## src/rtl/i2carb_pkg.sv

```systemverilog
package i2carb_pkg;

  // Default number of client slots
  localparam int SLOT_COUNT_DEF = 4;

  // Slot / reply status codes
  localparam logic [1:0] ST_OK    = 2'd0;
  localparam logic [1:0] ST_BUSY  = 2'd1;
  localparam logic [1:0] ST_ERROR = 2'd2;

  // Operation codes carried in the mode field
  localparam logic [1:0] MODE_TICK  = 2'd0;
  localparam logic [1:0] MODE_WRITE = 2'd1;
  localparam logic [1:0] MODE_READ  = 2'd2;
  localparam logic [1:0] MODE_QUERY = 2'd3;

  // One input transaction
  typedef struct packed {
    logic [1:0]  mode;
    logic [3:0]  handle;
    logic [7:0]  dev_addr;
    logic [31:0] buffer_ref;
    logic [15:0] length;
    logic [7:0]  repeat_start;
    logic [21:0] bus_freq;
    logic [1:0]  master_status;
  } in_item_t;

  // One result transaction
  typedef struct packed {
    logic [1:0]  reply_status;
    logic        launch_valid;
    logic        launch_is_read;
    logic [3:0]  launch_slot;
    logic [7:0]  launch_addr;
    logic [31:0] launch_buffer;
    logic [15:0] launch_length;
    logic [7:0]  launch_repeat;
    logic [21:0] launch_freq;
  } out_item_t;

  // Controller to datapath commands
  typedef struct packed {
    logic load;  // capture the accepted transaction
    logic exec;  // evaluate it, update slots, register the result
  } ctrl_cmd_t;

endpackage

```

## src/rtl/i2carb_ctrl.sv

```systemverilog
module i2carb_ctrl (
  input  logic                 clk,
  input  logic                 rst_n,
  input  logic                 start,
  output logic                 busy,
  output logic                 out_valid,
  output i2carb_pkg::ctrl_cmd_t cmd
);

  typedef enum logic [2:0] {
    S_IDLE = 3'b001,
    S_EXEC = 3'b010,
    S_DONE = 3'b100
  } state_t;

  state_t state_r;
  state_t state_nxt;

  // Sequencing: capture, evaluate, present
  always_comb begin
    state_nxt = state_r;
    case (state_r)
      S_IDLE: begin
        if (start) state_nxt = S_EXEC;
      end
      S_EXEC:  state_nxt = S_DONE;
      S_DONE:  state_nxt = S_IDLE;
      default: state_nxt = S_IDLE;
    endcase
  end

  always_ff @(posedge clk) begin
    if (!rst_n) begin
      state_r <= S_IDLE;
    end else begin
      state_r <= state_nxt;
    end
  end

  assign busy      = (state_r != S_IDLE);
  assign out_valid = (state_r == S_DONE);
  assign cmd.load  = (state_r == S_IDLE) && start;
  assign cmd.exec  = (state_r == S_EXEC);

endmodule

```

## src/rtl/i2carb_dp.sv

```systemverilog
module i2carb_dp #(
  parameter int SLOT_COUNT = i2carb_pkg::SLOT_COUNT_DEF
) (
  input  logic                  clk,
  input  logic                  rst_n,
  input  i2carb_pkg::ctrl_cmd_t cmd,
  input  i2carb_pkg::in_item_t  in_item,
  output i2carb_pkg::out_item_t out_item
);

  localparam int IDX_W = (SLOT_COUNT > 1) ? $clog2(SLOT_COUNT) : 1;

  // Captured transaction and registered result
  i2carb_pkg::in_item_t  item_r;
  i2carb_pkg::out_item_t res_r;
  i2carb_pkg::out_item_t res_nxt;

  // Per-slot control state
  logic [1:0]            status_r   [SLOT_COUNT];
  logic [1:0]            status_nxt [SLOT_COUNT];
  logic [SLOT_COUNT-1:0] active_r;
  logic [SLOT_COUNT-1:0] active_nxt;
  logic [SLOT_COUNT-1:0] phase_r;
  logic [SLOT_COUNT-1:0] phase_nxt;

  // Per-slot request data, valid once a request was taken
  logic        is_read_r [SLOT_COUNT];
  logic [7:0]  addr_r    [SLOT_COUNT];
  logic [31:0] buffer_r  [SLOT_COUNT];
  logic [15:0] length_r  [SLOT_COUNT];
  logic [7:0]  repeat_r  [SLOT_COUNT];
  logic [21:0] freq_r    [SLOT_COUNT];

  logic [IDX_W-1:0] hidx;
  logic             hdl_ok;
  logic [1:0]       mst;
  logic             act_found;
  logic [IDX_W-1:0] act_idx;
  logic             pend_found;
  logic [IDX_W-1:0] pend_idx;
  logic             req_wr;

  assign hidx   = item_r.handle[IDX_W-1:0];
  assign hdl_ok = ({1'b0, item_r.handle} < 5'(SLOT_COUNT));
  // master status code three counts as error
  assign mst    = (item_r.master_status == 2'd3) ? i2carb_pkg::ST_ERROR
                                                 : item_r.master_status;

  // Lowest active slot, and lowest pending slot that is not active
  always_comb begin
    act_found  = 1'b0;
    act_idx    = '0;
    pend_found = 1'b0;
    pend_idx   = '0;
    for (int i = SLOT_COUNT - 1; i >= 0; i--) begin
      if (active_r[i]) begin
        act_found = 1'b1;
        act_idx   = IDX_W'(i);
      end
      if (!active_r[i] && status_r[i] == i2carb_pkg::ST_BUSY) begin
        pend_found = 1'b1;
        pend_idx   = IDX_W'(i);
      end
    end
  end

  // Evaluate one transaction against the slot state
  always_comb begin
    status_nxt = status_r;
    active_nxt = active_r;
    phase_nxt  = phase_r;
    res_nxt    = '0;
    req_wr     = 1'b0;
    res_nxt.reply_status = i2carb_pkg::ST_ERROR;
    case (item_r.mode)
      i2carb_pkg::MODE_TICK: begin
        res_nxt.reply_status = i2carb_pkg::ST_OK;
        if (!act_found) begin
          // promote the lowest pending slot, launch nothing
          if (pend_found) active_nxt[pend_idx] = 1'b1;
        end else if (!phase_r[act_idx]) begin
          // wait for an idle master, then launch
          if (mst != i2carb_pkg::ST_BUSY) begin
            res_nxt.launch_valid   = 1'b1;
            res_nxt.launch_is_read = is_read_r[act_idx];
            res_nxt.launch_slot    = 4'(act_idx);
            res_nxt.launch_addr    = addr_r[act_idx];
            res_nxt.launch_buffer  = buffer_r[act_idx];
            res_nxt.launch_length  = length_r[act_idx];
            res_nxt.launch_repeat  = is_read_r[act_idx] ? 8'd0 : repeat_r[act_idx];
            res_nxt.launch_freq    = freq_r[act_idx];
            status_nxt[act_idx]    = i2carb_pkg::ST_BUSY;
            phase_nxt[act_idx]     = 1'b1;
          end
        end else begin
          // follow the master until it settles
          status_nxt[act_idx] = mst;
          if (mst != i2carb_pkg::ST_BUSY) begin
            phase_nxt[act_idx]  = 1'b0;
            active_nxt[act_idx] = 1'b0;
          end
        end
      end
      i2carb_pkg::MODE_QUERY: begin
        if (hdl_ok) res_nxt.reply_status = status_r[hidx];
      end
      default: begin
        // write or read request
        if (hdl_ok && item_r.buffer_ref != 32'd0) begin
          if (status_r[hidx] == i2carb_pkg::ST_BUSY) begin
            res_nxt.reply_status = i2carb_pkg::ST_BUSY;
          end else begin
            req_wr               = 1'b1;
            status_nxt[hidx]     = i2carb_pkg::ST_BUSY;
            res_nxt.reply_status = i2carb_pkg::ST_OK;
          end
        end
      end
    endcase
  end

  // Transaction capture and result register
  always_ff @(posedge clk) begin
    if (cmd.load) item_r <= in_item;
    if (cmd.exec) res_r  <= res_nxt;
  end

  // Slot control state
  always_ff @(posedge clk) begin
    if (!rst_n) begin
      for (int i = 0; i < SLOT_COUNT; i++) begin
        status_r[i] <= i2carb_pkg::ST_ERROR;
      end
      active_r <= '0;
      phase_r  <= '0;
    end else if (cmd.exec) begin
      status_r <= status_nxt;
      active_r <= active_nxt;
      phase_r  <= phase_nxt;
    end
  end

  // Slot request data
  always_ff @(posedge clk) begin
    if (cmd.exec && req_wr) begin
      is_read_r[hidx] <= (item_r.mode == i2carb_pkg::MODE_READ);
      addr_r[hidx]    <= item_r.dev_addr;
      buffer_r[hidx]  <= item_r.buffer_ref;
      length_r[hidx]  <= item_r.length;
      freq_r[hidx]    <= item_r.bus_freq;
      if (item_r.mode == i2carb_pkg::MODE_WRITE) repeat_r[hidx] <= item_r.repeat_start;
    end
  end

  assign out_item = res_r;

endmodule

```

## src/rtl/i2c_multi_client_request_arbiter_unit.sv

```systemverilog
// Fixed-priority request arbiter sharing one I2C master among client slots.
//
// Input channel: drive in_item and pulse start; the transaction is taken on
// a clock edge with start high and busy low. Modes: tick, write request,
// read request, status query. Ticks carry the master's current status.
//
// Result channel: exactly one result per transaction, shown on out_item for
// a single cycle with out_valid high. The receiver cannot stall it and must
// take it in that cycle.
//
// Timing: a taken transaction is captured, then evaluated in the execute
// state, where its result is registered, and presented in the done state
// with out_valid high. busy stays high through the done state, so the
// next transaction is taken only after the current result is presented.
// The cost is the capture, evaluate and present sequence of the
// controller; the slot search is a combinational priority encoder.
//
// Reset (rst_n low, synchronous): every slot becomes free with error
// status, inactive and waiting to launch; the controller returns to idle.
module i2c_multi_client_request_arbiter_unit #(
  parameter int SLOT_COUNT = i2carb_pkg::SLOT_COUNT_DEF
) (
  input  logic                  clk,
  input  logic                  rst_n,
  input  logic                  start,
  output logic                  busy,
  input  i2carb_pkg::in_item_t  in_item,
  output logic                  out_valid,
  output i2carb_pkg::out_item_t out_item
);

  i2carb_pkg::ctrl_cmd_t cmd;

  i2carb_ctrl u_ctrl (
    .clk       (clk),
    .rst_n     (rst_n),
    .start     (start),
    .busy      (busy),
    .out_valid (out_valid),
    .cmd       (cmd)
  );

  i2carb_dp #(
    .SLOT_COUNT (SLOT_COUNT)
  ) u_dp (
    .clk      (clk),
    .rst_n    (rst_n),
    .cmd      (cmd),
    .in_item  (in_item),
    .out_item (out_item)
  );

  // An accepted transaction holds the block busy with no result yet
  a_accept_busy: assert property (@(posedge clk) disable iff (!rst_n)
    (start && !busy) |=> (busy && !out_valid))
    else $error("accepted transaction did not raise busy");

  // Result strobe lasts one cycle and frees the input side
  a_strobe_single: assert property (@(posedge clk) disable iff (!rst_n)
    out_valid |=> (!out_valid && !busy))
    else $error("result strobe held or busy stuck");

  // A launch comes only from a tick, whose reply is ok
  a_launch_reply: assert property (@(posedge clk) disable iff (!rst_n)
    (out_valid && out_item.launch_valid) |->
      (out_item.reply_status == i2carb_pkg::ST_OK))
    else $error("launch with non-ok reply");

  // Without a launch all launch fields are zero
  a_launch_clear: assert property (@(posedge clk) disable iff (!rst_n)
    (out_valid && !out_item.launch_valid) |->
      (out_item.launch_buffer == 32'd0 && out_item.launch_slot == 4'd0))
    else $error("launch fields set without launch");

endmodule
```

## config.mk

```make
export PLATFORM = sky130hd
export DESIGN_NAME = i2c_multi_client_request_arbiter_unit
export DESIGN_NICKNAME = d
export VERILOG_FILES = /design/src/rtl/i2carb_pkg.sv /design/src/rtl/i2carb_ctrl.sv /design/src/rtl/i2carb_dp.sv /design/src/rtl/i2c_multi_client_request_arbiter_unit.sv
export SDC_FILE = /design/constraint.sdc
export NUM_CORES = 1
export LEC_CHECK = 0
export BUFFER_PORTS_ARGS = -buffer_cell sky130_fd_sc_hd__buf_2
export CORE_ASPECT_RATIO = 2
export CORE_MARGIN = 2
export CORE_UTILIZATION = 60
export CTS_CLUSTER_SIZE = 40
export DETAILED_ROUTE_END_ITERATION = 6
export GPL_TIMING_DRIVEN = 0
export PLACE_DENSITY_LB_ADDON = 0.2
export SYNTH_ARGS = -nofsm -noshare
export SYNTH_HDL_FRONTEND = slang
export SYNTH_SLANG_ARGS = --single-unit
```

## constraint.sdc

```tcl
create_clock -name clk -period 26.1 [get_ports clk]
set_input_delay 2.61 -clock clk [delete_from_list [all_inputs] [get_ports clk]]
set_output_delay 2.61 -clock clk [all_outputs]
set_load 0.01 [all_outputs]
```

==> results.json, run 1 <==
{
  "outcome": "complete, but fails checks",
  "violations": "DRC",
  "gp_congestion": 0.879,
  "rsz0062_at_grt": "no",
  "antenna_cells": 0,
  "synth_edf_count": 534,
  "cp-start-kind": "flip-flop",
  "grtUsageTotal": 0.253,
  "combPwrFrac": 0.018,
  "fin_cells": 1776,
  "p_leak_nw": 7.74,
  "die_area_um2": 34100,
  "synthTopCellsByArea": "edfxtp_1 (82%), a222oi_1 (4.4%), a21oi_1 (2.3%), nand2_1 (2.0%), dfxtp_1 (1.9%)",
  "synth_largest_area_cell": "edfxtp_1",
  "setup_viol": 0,
  "path_max_fanout": 3,
  "timing.final.crit_share": 0.162,
  "ys_seq_area_frac": 0.841,
  "hpwl_um": 29000,
  "slew_violations": 0,
  "grt.overflow.total": 0,
  "cts_tree": "yes",
  "grt_pass1_vias": 11100,
  "clk_pin_slew_worst_paths_ns": 0.07,
  "r2r_end": "u_dp.buffer_r[0][8]",
  "synth_cell_types": 69,
  "worstPathRequired_ns": 23.49,
  "cts_made_buffers": 45,
  "worst_ep_arrival_time_ns": 1.63,
  "grt_max_degree": 54,
  "fin_nets": 1415,
  "dp_cells": 1694,
  "cts_max_level": 2,
  "vias_per_cell": 6.11,
  "wl_per_cell_um": 24.4,
  "post-synth-top-count-cell": "edfxtp_1",
  "routed_wirelength_um": 43300,
  "ir_drop_mv": 0.0677,
  "core_um2": 32100,
  "critical_path.startpoint": "u_ctrl.state_r[0]",
  "row_count": 93,
  "finalClockSkew_ns": 0.0183,
  "reg2regPathDepth": 9,
  "internal_power_mw": 1.37,
  "cts_hold_buf": 0,
  "cts_buffer_depth": 3,
  "p_total_mw": 1.69,
  "sw_frac_of_total": 0.192,
  "crit_path_end_kind": "output pin",
  "ys_ff_latch": 553,
  "crit_type": "reg2out",
  "rr_startpoint": "u_ctrl.state_r[2]",
  "seqPwrFrac": 0.592,
  "die_x_um": 132,
  "die_y_um": 259,
  "ctsResizeCount": 0,
  "drive_gt1_frac": 0.239,
  "ys_warn_count": 0,
  "start_util": 0.608,
  "synth-async-reset-ratio": 0,
  "setup_tns_ns": 0,
  "hold_viol": 0,
  "root_buffer": "clkbuf_16",
  "route.detailed.drc": 1,
  "antenna_found_initial": 2,
  "pwr_density_cell_nw_per_um2": 74.0,
  "firstDrtPassIters": 7,
  "hold_ws_ns": 0.491,
  "clock.fmax_ghz": 0.236,
  "netlist.area_leader.share": 0.821,
  "clkLatencyLatePin_ns": 0.57,
  "ant_nets": 0,
  "period_minus_slack_ns": 4.24,
  "vias": 10800,
  "place.port_buffers": 190,
  "synth_flop_cell": "edfxtp_1",
  "worst-r2r-setup-slack_ns": 22.65,
  "synth_area_um2": 19500,
  "io_pins": 193,
  "max_cap_viol_count": 0,
  "syn_avg_cell_area_um2": 18.6,
  "min_path_type": "reg2reg",
  "dp_slack_ns": 21.87,
  "netlist_instances": 1049,
  "setup_slack_ns": 21.86,
  "tightest_slew_ns": 0.894,
  "drt_iter0_drc": 1294,
  "grt_pass1_wl_um": 64400,
  "clock_sinks": 553,
  "yosys-top-cells-count": "edfxtp_1 (534), nand2_1 (105), a21oi_1 (91), a222oi_1 (86), clkbuf_1 (40)",
  "area.growth.synth_to_final_pct": 17.1,
  "post-cts-setup-buffers": 0,
  "clockPowerShare": 0.389,
  "switching_power_mw": 0.325,
  "slew_headroom": 0.402,
  "critPathCapture": "busy"
}
-- worst min path at each step --
stage | end | slack, ns | startpoint | depth (start not counted)
floorplan | flip-flop | 0.45 | flip-flop | 2
global placement | u_dp.length_r[2][1] | 0.46 | u_dp.item_r[33] | 0
detailed placement | flip-flop | 0.48 | flip-flop | 2
CTS | flip-flop | 0.48 | flip-flop | 2
global route | u_dp.length_r[0][13] | 0.51 | u_dp.item_r[45] | 0
finish | flip-flop | 0.49 | flip-flop | 2
-- kinds of logic (layout without fill, tap and decap cells) --
logic type | Yosys count | count (layout) | share of synthesized area
flip-flops | 553 | 553 | 0.841
AO/OA/AOI/OAI | 223 | 223 | 0.0876
AND/OR/NAND/NOR | 194 | 194 | 0.0494
buffers and inverters | 69 | 368 | 0.0153
multiplexers | 5 | 5 | 0.00397
adder cells (fa/ha/maj) | 4 | 4 | 0.00256
other | 1 | 2 | 0.000192
-- metal layers --
metal  part of all wire  global-route usage  vias to the layer above  routed length [um]
met5            0.00079                   0                        -                  34
met2               0.55               0.465                      486               23700
met4              0.044               0.123                        4                1890
met3              0.058              0.0400                       91                2510
li1                   -                   -                     4806                   -
met1               0.35               0.287                     5462               15200
-- area by class of cell --
| cell class | instances | area [um2] |
|---|---|---|
| multi-input cells | 428 | 2850 |
| repair buffers | 217 | 1340 |
| plain buffers | 59 | 262 |
| clock inverters | 22 | 215 |
| fillers | 2023 | 9250 |
| well taps | 427 | 534 |
| clock buffers | 60 | 1200 |
| flip-flops and latches | 553 | 16400 |
| inverters | 10 | 37.5 |
-- worst max-delay path, stage by stage (launching register included) --
cell and delay [ns]:
dfxtp_1 0.40, or3b_2 0.50, buf_2 0.16
-- metrics by stage --
stage / cell area (um2) / util
after floorplan: 19500 / -
after global placement: 21000 / 0.654
after detailed placement: 21400 / 0.668
after CTS: 22900 / 0.712
after global routing: 22900 / 0.712
final: 22900 / 0.712
-- power by group through the flow --
stage	clock network, mW	logic (mW)	registers [mW]
6_report	0.659	0.0309	1.00
5_1_grt	0.698	0.0331	1.00
4_1_cts	0.669	0.0312	1.00
3_5_place_dp	0	0.0310	1.02
3_3_place_gp	0	0.0273	1.02
2_1_floorplan	0	0.0111	1.02
-- cell usage in the layout, fill, tap and decap left out, types with 3 or more instances in the layout --
master     instances
a21boi_0           3
a21boi_1           5
a21oi_1           91
a222oi_1          86
and2_1             9
and3_1             3
buf_12             3
buf_2            204
buf_6             16
buf_8              8
bufinv_16          4
clkbuf_1          54
clkbuf_16         46
clkinv_1          10
clkinv_2           6
dfxtp_1           19
edfxtp_1         534
ha_1               4
inv_1              9
nand2_1          105
nand2b_1           4
nand3_1            5
nand4_1            4
nor2_1            19
nor2b_1            3
nor3_1             4
nor3b_2            3
nor4_1             8
o21ai_0            9
or3_1              4
or3b_2             4
-- flip-flops by register name, summed over array words and instances (netlist names), named ones only --
name / cells
u_dp.out_item: 92
u_dp.length_r: 64
u_dp.is_read_r: 4
u_dp.hidx: 2
u_dp.item_r: 92
u_dp.status_r: 8
u_dp.active_r: 4
u_dp.buffer_r: 128
u_ctrl.state_r: 3
u_dp.repeat_r: 32
u_dp.freq_r: 88
u_dp.addr_r: 32
Power figures use the tool's default switching activity.
==> run 2: changes to the inputs <==
--- a/config.mk
+++ b/config.mk
@@ -8,7 +8,7 @@
 export BUFFER_PORTS_ARGS = -buffer_cell sky130_fd_sc_hd__buf_2
 export CORE_ASPECT_RATIO = 2
 export CORE_MARGIN = 2
-export CORE_UTILIZATION = 60
+export CORE_UTILIZATION = 58
 export CTS_CLUSTER_SIZE = 40
 export DETAILED_ROUTE_END_ITERATION = 6
 export GPL_TIMING_DRIVEN = 0
==> constraint.sdc (replaced) <==
create_clock -name clk -period 4.15 [get_ports clk]
set_input_delay 0.415 -clock clk [delete_from_list [all_inputs] [get_ports clk]]
set_output_delay 0.415 -clock clk [all_outputs]
set_load 0.01 [all_outputs]
==> run 2 against run 1 <==
  * The run still ends with DRC left
  * Worst hold slack worse by 0.47 ns
  * Critical path type is now reg2reg
  * Combinational power grew to 6.5 times the previous value
  * Largest cell class unchanged
  * Clock skew grew 0.0034 ns
  * Wire length shrank 1.2%
  * Largest power group unchanged
  * Count of clock-buffer cells in the layout rose by 4
==> results.json, run 2 (synthesized netlist as in run 1, its figures left out) <==
{
  "slew_violations": 0,
  "vias": 10600,
  "hold_viol": 0,
  "dp_cells": 1699,
  "max_cap_viol_count": 0,
  "wl_per_cell_um": 23.9,
  "row_count": 95,
  "tightest_slew_ns": 1.05,
  "fin_area_um2": 23000,
  "place.port_buffers": 190,
  "worst_ep_arrival_time_ns": 3.95,
  "rsz0062_at_grt": "no",
  "grt.overflow.total": 0,
  "ant_nets": 0,
  "crit_type": "reg2reg",
  "pwr_density_cell_nw_per_um2": 462,
  "cts_tree": "yes",
  "grt_pass1_wl_um": 64000,
  "root_buffer": "clkbuf_16",
  "cts_made_buffers": 46,
  "core_um2": 33400,
  "grt_pass1_vias": 11000,
  "cts_max_level": 2,
  "timing.final.crit_share": 0.888,
  "grtUsageTotal": 0.243,
  "die_y_um": 263,
  "setup_viol": 0,
  "fin_cells": 1790,
  "clock_sinks": 553,
  "regMostFlops": "u_dp.buffer_r",
  "drt_iter0_drc": 1077,
  "p_leak_nw": 7.77,
  "start_util": 0.584,
  "die_x_um": 134,
  "min_path_type": "in2reg",
  "final_common_cell": "edfxtp_1",
  "period_minus_slack_ns": 3.68,
  "area.growth.synth_to_final_pct": 18.0,
  "vias_per_cell": 5.93,
  "drive_gt1_frac": 0.243,
  "violations": "DRC",
  "antenna_found_initial": 2,
  "outcome": "complete, but fails checks",
  "worstPathRequired_ns": 4.41,
  "post-cts-setup-buffers": 0,
  "finalClockSkew_ns": 0.0218,
  "routed_wirelength_um": 42800,
  "die_area_um2": 35200,
  "clkLatencyLatePin_ns": 0.57,
  "ctsResizeCount": 0,
  "path_max_fanout": 15,
  "grt_max_degree": 47,
  "io_pins": 193,
  "fin_nets": 1416,
  "firstDrtPassIters": 7,
  "dpl_cell_area_um2": 21600,
  "hpwl_um": 28500,
  "ir_drop_mv": 0.511,
  "clock.fmax_ghz": 0.271,
  "cts_buffer_depth": 3,
  "layout_common_cells": "edfxtp_1 (534), buf_2 (204), nand2_1 (105)",
  "route.detailed.drc": 12,
  "slew_headroom": 0.297,
  "gp_congestion": 0.969,
  "clk_pin_slew_worst_paths_ns": 0.07,
  "cp-start-kind": "flip-flop",
  "crit_path_end_kind": "flip-flop",
  "nFillCells": 2184,
  "largest_reg_flops": 128
}
==> run 2: path summary, 6_finish.rpt <==
check             slack [ns]                 end  cells after the start              start
hold / removal          0.02     u_dp.item_r[64]                      1        in_item[64]
setup reg to reg        0.47  u_dp.freq_r[2][13]                      9  u_ctrl.state_r[0]
hold reg to reg         0.49           flip-flop                      2          flip-flop
setup / recovery        0.47  u_dp.freq_r[2][13]                      9  u_ctrl.state_r[0]
==> run 2: stage by stage <==
stage	TNS (ns)	util	worst slack, ns	hold WS, ns	power, mW
detailed placement	0	0.645	0.452	0.482	6.62
global placement	-1602.28	0.632	-5.15	0.462	6.60
CTS	0	0.689	0.442	0.000580	10.7
floorplan	-398.30	-	-1.76	0.448	6.48
finish	0	0.690	0.466	0.0245	10.7
global route	0	0.689	0.280	0.00471	10.9
==> run 2: layout make-up <==
class                           count  area (um2)  area share
Sequential cell                   553       16400       0.713
Multi-Input combinational cell    428        2900       0.126
Timing Repair Buffer              217        1440      0.0623
Clock buffer                       64        1250      0.0543
Tap cell                          436         546      0.0237
Buffer                             59         262      0.0114
Clock inverter                     21         181     0.00788
Inverter                           10        37.5     0.00163
Antenna cell                        2        5.00    0.000217
==> run 2: repair_timing <==
item,4_1_cts,5_1_grt
hold buffers,4,0
endpoints found under the hold margin,4,0
endpoints found under the setup margin,0,0
==> run 2: worst max-delay path: stages (launching register included) <==
cell	delay (ns)
dfxtp_2	0.34
nor3b_4	0.52
buf_6	0.24
buf_8	0.20
a21boi_2	0.25
and3_4	0.24
nor3b_4	0.87
buf_8	0.28
buf_8	0.21
buf_8	0.19
==> run 2: power breakdown <==
| part | internal [mW] | switching (mW) | total (mW) |
|---|---|---|---|
| Combinational | 0.0806 | 0.120 | 0.200 |
| Clock | 2.25 | 1.89 | 4.15 |
| Sequential | 6.22 | 0.0796 | 6.30 |
| Total | 8.56 | 2.09 | 10.7 |
==> run 2: routing by layer <==
metal,share of wire,up-vias,GRT usage
met3,0.055,64,0.0331
li1,-,4814,-
met2,0.57,426,0.454
met1,0.35,5306,0.286
met5,0.00016,-,0
met4,0.025,2,0.0811
